`config.mk`:
```
export PLATFORM = sky130hd
export DESIGN_NAME = smlt_cell
export DESIGN_NICKNAME = d
export VERILOG_FILES = /design/src/rtl/smlt_pkg.sv /design/src/rtl/smlt_cell.sv
export SDC_FILE = /design/constraint.sdc
export NUM_CORES = 1
export LEC_CHECK = 0
export ABC_AREA = 0
export BUFFER_PORTS_ARGS = -buffer_cell sky130_fd_sc_hd__buf_2
export CAP_MARGIN = 20
export CORE_AREA = 2 2 208 210
export DETAILED_ROUTE_END_ITERATION = 8
export DIE_AREA = 0 0 210 212
export GPL_TIMING_DRIVEN = 1
export PLACE_DENSITY = 0.53
export SETUP_SLACK_MARGIN = 0.15
export SLEW_MARGIN = 40
export SYNTH_ARGS = -nofsm -noshare
export SYNTH_HDL_FRONTEND = slang
export SYNTH_SLANG_ARGS = --single-unit
export TNS_END_PERCENT = 1
```
`constraint.sdc`:
```
create_clock -name aclk -period 7.6 [get_ports aclk]
set_input_delay 0.76 -clock aclk [delete_from_list [all_inputs] [get_ports aclk]]
set_output_delay 0.76 -clock aclk [all_outputs]
set_load 0.03 [all_outputs]
```
`src/rtl/smlt_pkg.sv`:
```
// Package for the station MAC learning table: constants, types and helpers.
`timescale 1ns / 1ps
`default_nettype none
package smlt_pkg;

    localparam int STATION_SLOTS_DEF = 64;
    localparam int MAC_W   = 48;
    localparam int TIME_W  = 32;
    localparam int FRAMES_W = 32;
    localparam int RSSI_W  = 8;
    localparam int PROBE_W = 16;
    localparam int SLOT_OUT_W = 6;

    // 802.11 codes
    localparam logic [1:0] FTYPE_MGMT = 2'd0;
    localparam logic [1:0] FTYPE_DATA = 2'd2;
    localparam logic [3:0] FSUB_PROBE_REQ = 4'd4;

    // first-byte flag bits of a MAC
    localparam logic [7:0] MAC_GROUP_BIT = 8'h01;
    localparam logic [7:0] MAC_LOCAL_BIT = 8'h02;

    // one slot's contents
    typedef struct packed {
        logic                valid;
        logic [MAC_W-1:0]    mac;
        logic [TIME_W-1:0]   last_seen;
        logic [FRAMES_W-1:0] frames;
        logic [RSSI_W-1:0]   rssi;
        logic [PROBE_W-1:0]  probe_cnt;
        logic                random_bit;
        logic                assoc_flag;
        logic [MAC_W-1:0]    bssid;
    } smlt_entry_t;

    // the station to act on
    typedef struct packed {
        logic [MAC_W-1:0]  sta;
        logic [MAC_W-1:0]  bss;
        logic              probe;
        logic              set_bss;
        logic              ssid;
        logic [RSSI_W-1:0] rssi;
        logic [TIME_W-1:0] now;
    } smlt_req_t;

    typedef enum logic [2:0] {
        ST_IDLE,
        ST_SCAN,
        ST_DECIDE,
        ST_FETCH,
        ST_WRITE,
        ST_OUT
    } smlt_state_t;

endpackage
`default_nettype wire

```
`src/rtl/smlt_cell.sv`:
```
// One table slot: holds an entry and passes the running search record on.
`timescale 1ns / 1ps
`default_nettype none
module smlt_cell
    import smlt_pkg::*;
#(
    parameter int IDX_W = 6
) (
    input  wire logic             aclk,
    input  wire logic             aresetn,
    // this cell sees the token and compares during this cycle
    input  wire logic             scan_en,
    input  wire logic [MAC_W-1:0] key,
    input  wire logic [IDX_W-1:0] my_index,
    // search record in
    input  wire logic             hit_in,
    input  wire logic             free_in,
    input  wire logic [IDX_W-1:0] hit_idx_in,
    input  wire logic [IDX_W-1:0] free_idx_in,
    input  wire logic [IDX_W-1:0] old_idx_in,
    input  wire logic [TIME_W-1:0] old_time_in,
    // search record out
    output logic                  hit_out,
    output logic                  free_out,
    output logic [IDX_W-1:0]      hit_idx_out,
    output logic [IDX_W-1:0]      free_idx_out,
    output logic [IDX_W-1:0]      old_idx_out,
    output logic [TIME_W-1:0]     old_time_out,
    // write port
    input  wire logic             wr_en,
    input  wire smlt_entry_t      wr_data,
    output smlt_entry_t           entry
);

    smlt_entry_t entry_reg;
    logic        first;

    assign entry = entry_reg;
    assign first = (my_index == '0);

    // fold this slot into the search record
    always_comb begin
        hit_out      = hit_in;
        hit_idx_out  = hit_idx_in;
        free_out     = free_in;
        free_idx_out = free_idx_in;
        old_idx_out  = old_idx_in;
        old_time_out = old_time_in;
        if (scan_en) begin
            if (!hit_in && entry_reg.valid && entry_reg.mac == key) begin
                hit_out     = 1'b1;
                hit_idx_out = my_index;
            end
            if (!free_in && !entry_reg.valid) begin
                free_out     = 1'b1;
                free_idx_out = my_index;
            end
            if (first || entry_reg.last_seen < old_time_in) begin
                old_idx_out  = my_index;
                old_time_out = entry_reg.last_seen;
            end
        end
    end

    // storage; only the valid bit is reset
    always_ff @(posedge aclk) begin
        if (!aresetn) begin
            entry_reg.valid <= 1'b0;
        end else if (wr_en) begin
            entry_reg <= wr_data;
        end
    end

endmodule
`default_nettype wire

```
==> load_flow_metrics.sql <==
INSERT INTO impl_metrics (metric_group, metric, value, unit) VALUES
('status', 'outcome', 'completed', ''),
('critical_path', 'critPathMaxStageDelay', '0.51', 'ns'),
('clock_network', 'setup_fix_buffers_added_after_clock_tree_synthesis', '0', ''),
('critical_path', 'worst-setup-path-type', 'register to primary output', ''),
('power_and_ir_drop', 'power_per_cell_area', '227', 'nW/µm²'),
('clock_network', 'cts_htree_levels', '4', ''),
('critical_path', 'critical-path-slowest-cell', 'buf_4', ''),
('global_route', 'busiest_layer', 'met2', ''),
('finish', 'drive_above_1_share', '62.7', '%'),
('global_route', 'pin_count_of_the_biggest_net_entering_global_routing', '137', ''),
('die', 'chipWidth', '210', 'µm'),
('critical_path', 'timing.critical_path.from', 'entry[113]', ''),
('global_route', 'groute.layer.met2.usage', '22.2', '%'),
('finish', 'areaGrowthSynthToFinish', '51.3', '%'),
('detailed_routing', 'dr.pass1.iters', '4', ''),
('finish', 'num-nets-final', '1309', ''),
('timing', 'report.final.hold_viol_count', '0', ''),
('detailed_routing', 'drt_drc_violations_left', '0', ''),
('timing', 'fin_tns_setup', '0', 'ns'),
('clock_network', 'tritoncts_clock_tree', 'yes', ''),
('power_and_ir_drop', 'p_leak', '5.10', 'nW'),
('global_route', 'grt_first_pass_wirelength', '39.0', 'mm'),
('synth', 'synth.ff_latch_count', '187', ''),
('critical_path', 'path_depth', '9', ''),
('detailed_routing', 'drt_iter0_markers', '302', ''),
('clock_network', 'count_of_cells_resized_by_post_cts_repair', '0', ''),
('global_route', 'first_global_vias', '6006', ''),
('power_and_ir_drop', 'report.power.total', '2.65', 'mW'),
('critical_path', 'rr_startpoint', 'entry[186]', ''),
('global_route', 'groute.usage.overall', '12.7', '%'),
('min_path', 'holdCritPathClass', 'input port to register', ''),
('global_route', 'overflow', '0', ''),
('critical_path', 'path_delay_family', 'compound AO/OA/AOI/OAI gates', ''),
('critical_path', 'worstPathCellList', 'ha_1, and3_1, a221oi_1, o31ai_1, a211o_1, a32oi_4, buf_4, mux2_2, buf_2', ''),
('die', 'design.core.area', '42500', 'µm²'),
('critical_path', 'worstPathMaxFanout', '30', ''),
('placed_design', 'numPortBuffers', '535', ''),
('run', 'drv.max_cap_violation_count', '0', ''),
('timing', 'timing.slew.headroom', '45.4', '%'),
('min_path', 'holdPathEnd', 'entry[21]', ''),
('clock_network', 'clock-root-buffer', 'clkbuf_16', ''),
('critical_path', 'timing.reg2reg.setup_slack', '6.96', 'ns'),
('synth', 'synthesis.nets', '755', ''),
('detailed_routing', 'totalWireLength', '28.7', 'mm'),
('clock_network', 'cts_hold_buf', '0', ''),
('finish', 'flip_flop_count_of_the_largest_register_after_layout', '187', ''),
('timing', 'max_freq', '219', 'MHz'),
('detailed_routing', 'wl_per_cell', '18.5', 'µm'),
('clock_network', 'cts_buffers', '17', ''),
('die', 'starting_utilization_of_the_core_area', '18.1', '%'),
('detailed_routing', 'vias_per_cell', '3.80', ''),
('min_path', 'min_delay_path_depth', '1', ''),
('timing', 'rsz_0062_raised_after_global_routing', 'false', ''),
('global_route', 'grt_antenna_before_repair', '15', ''),
('synth', 'ys_warn_count', '0', ''),
('finish', 'mostFrequentLayoutCells', '535 x buf_2, 186 x edfxtp_1, 31 x inv_1, 31 x ha_1, 30 x mux2_2', ''),
('timing', 'final_period_minus_worst_setup_slack', '4.57', 'ns'),
('min_path', 'hold_start', 'wr_data[21]', ''),
('die', 'pin_count', '536', ''),
('synth', 'postSynthCellCount', '427', ''),
('critical_path', 'cp.required', '6.84', 'ns'),
('critical_path', 'critical_path.startpoint_type', 'register', ''),
('detailed_routing', 'vias', '5879', ''),
('die', 'rows', '76', ''),
('clock_network', 'worstSkewPairLatency', '0.48', 'ns'),
('timing', 'report.final.setup_viol', '0', ''),
('clock_network', 'clkSinkCount', '187', ''),
('clock_network', 'clk_pin_slew_worst_paths', '0.08', 'ns'),
('synth', 'seq_area_frac_synth', '72.8', '%'),
('timing', 'worst_pin_slew', '0.819', 'ns'),
('placed_design', 'dpl.hpwl', '23.4', 'mm');
==> logic make-up (layout without fill, tap and decap cells) <==
kind of cell	after synthesis	after routing	synth area share (%)
AO/OA/AOI/OAI	25	25	2.39
XOR/XNOR	48	48	5.46
adder cells (fa/ha/maj)	31	31	5.04
buffers and inverters	35	602	2.28
flip-flops	187	187	72.8
multiplexers	51	51	8.32
other	0	7	0
AND/OR/NAND/NOR	50	50	3.69
==> cell type report <==
type	count	area, µm²
Timing Repair Buffer	539	2730
Antenna cell	7	17.5
Fill cell	4491	30900
Sequential cell	187	5610
Clock buffer	18	429
Clock inverter	14	128
Inverter	31	116
Tap cell	546	683
Multi-Input combinational cell	205	1930
==> power by group <==
group	switching, mW	leakage [nW]	internal [mW]
clock	0.446	0.268	0.431
sequential	0.0354	1.75	1.21
combinational	0.335	3.08	0.186
==> routing by layer <==
layer / wire length (µm) / vias up
met5: 80 / -
met4: 692 / 12
met3: 3390 / 48
met2: 14500 / 325
met1: 10000 / 2748
li1: - / 2746
==> synthesized netlist by cell type, drive strengths merged <==
library cell | number | area share (%)
a2111oi | 1 | 0.36
a211o | 1 | 0.11
a211oi | 1 | 0.098
a21o | 2 | 0.20
a21oi | 10 | 0.65
a221oi | 1 | 0.11
a22oi | 1 | 0.098
a32oi | 1 | 0.21
and2 | 1 | 0.081
and3 | 1 | 0.081
buf | 4 | 0.76
dfxtp | 1 | 0.26
edfxtp | 186 | 73
ha | 31 | 5.0
inv | 31 | 1.5
mux2 | 50 | 8.2
mux2i | 1 | 0.13
nand2 | 10 | 0.49
nand2b | 3 | 0.34
nand3 | 1 | 0.065
nand4 | 13 | 1.1
nor2 | 6 | 0.29
nor2b | 1 | 0.081
nor3 | 3 | 0.20
nor3b | 1 | 0.098
nor4 | 8 | 0.73
o211ai | 1 | 0.098
o21a | 1 | 0.098
o21ai | 4 | 0.26
o31ai | 1 | 0.098
or2 | 1 | 0.081
or4 | 1 | 0.098
xnor2 | 24 | 2.7
xor2 | 24 | 2.7
==> worst max path at each step <==
stage,end,slack [ns]
floorplan,entry[0],2.05
global placement,old_time_out[4],3.05
detailed placement,old_time_out[3],2.99
CTS,old_time_out[3],2.88
global route,old_time_out[4],2.74
finish,old_time_out[4],3.03
==> stage by stage <==
step / cells / util, % / hold slack, ns / instance area, µm² / setup slack, ns
3_3_place_gp: 1507 / 26.0 / 0.562 / 11000 / 3.05
5_1_grt: 1540 / 27.4 / 0.401 / 11600 / 2.74
6_report: 1547 / 27.4 / 0.438 / 11600 / 3.03
4_1_cts: 1539 / 27.3 / 0.387 / 11600 / 2.88
3_5_place_dp: 1507 / 26.0 / 0.570 / 11100 / 2.99
2_1_floorplan: 427 / - / 0.659 / 7700 / 2.05
No activity file was read; power rests on OpenSTA's default activity.
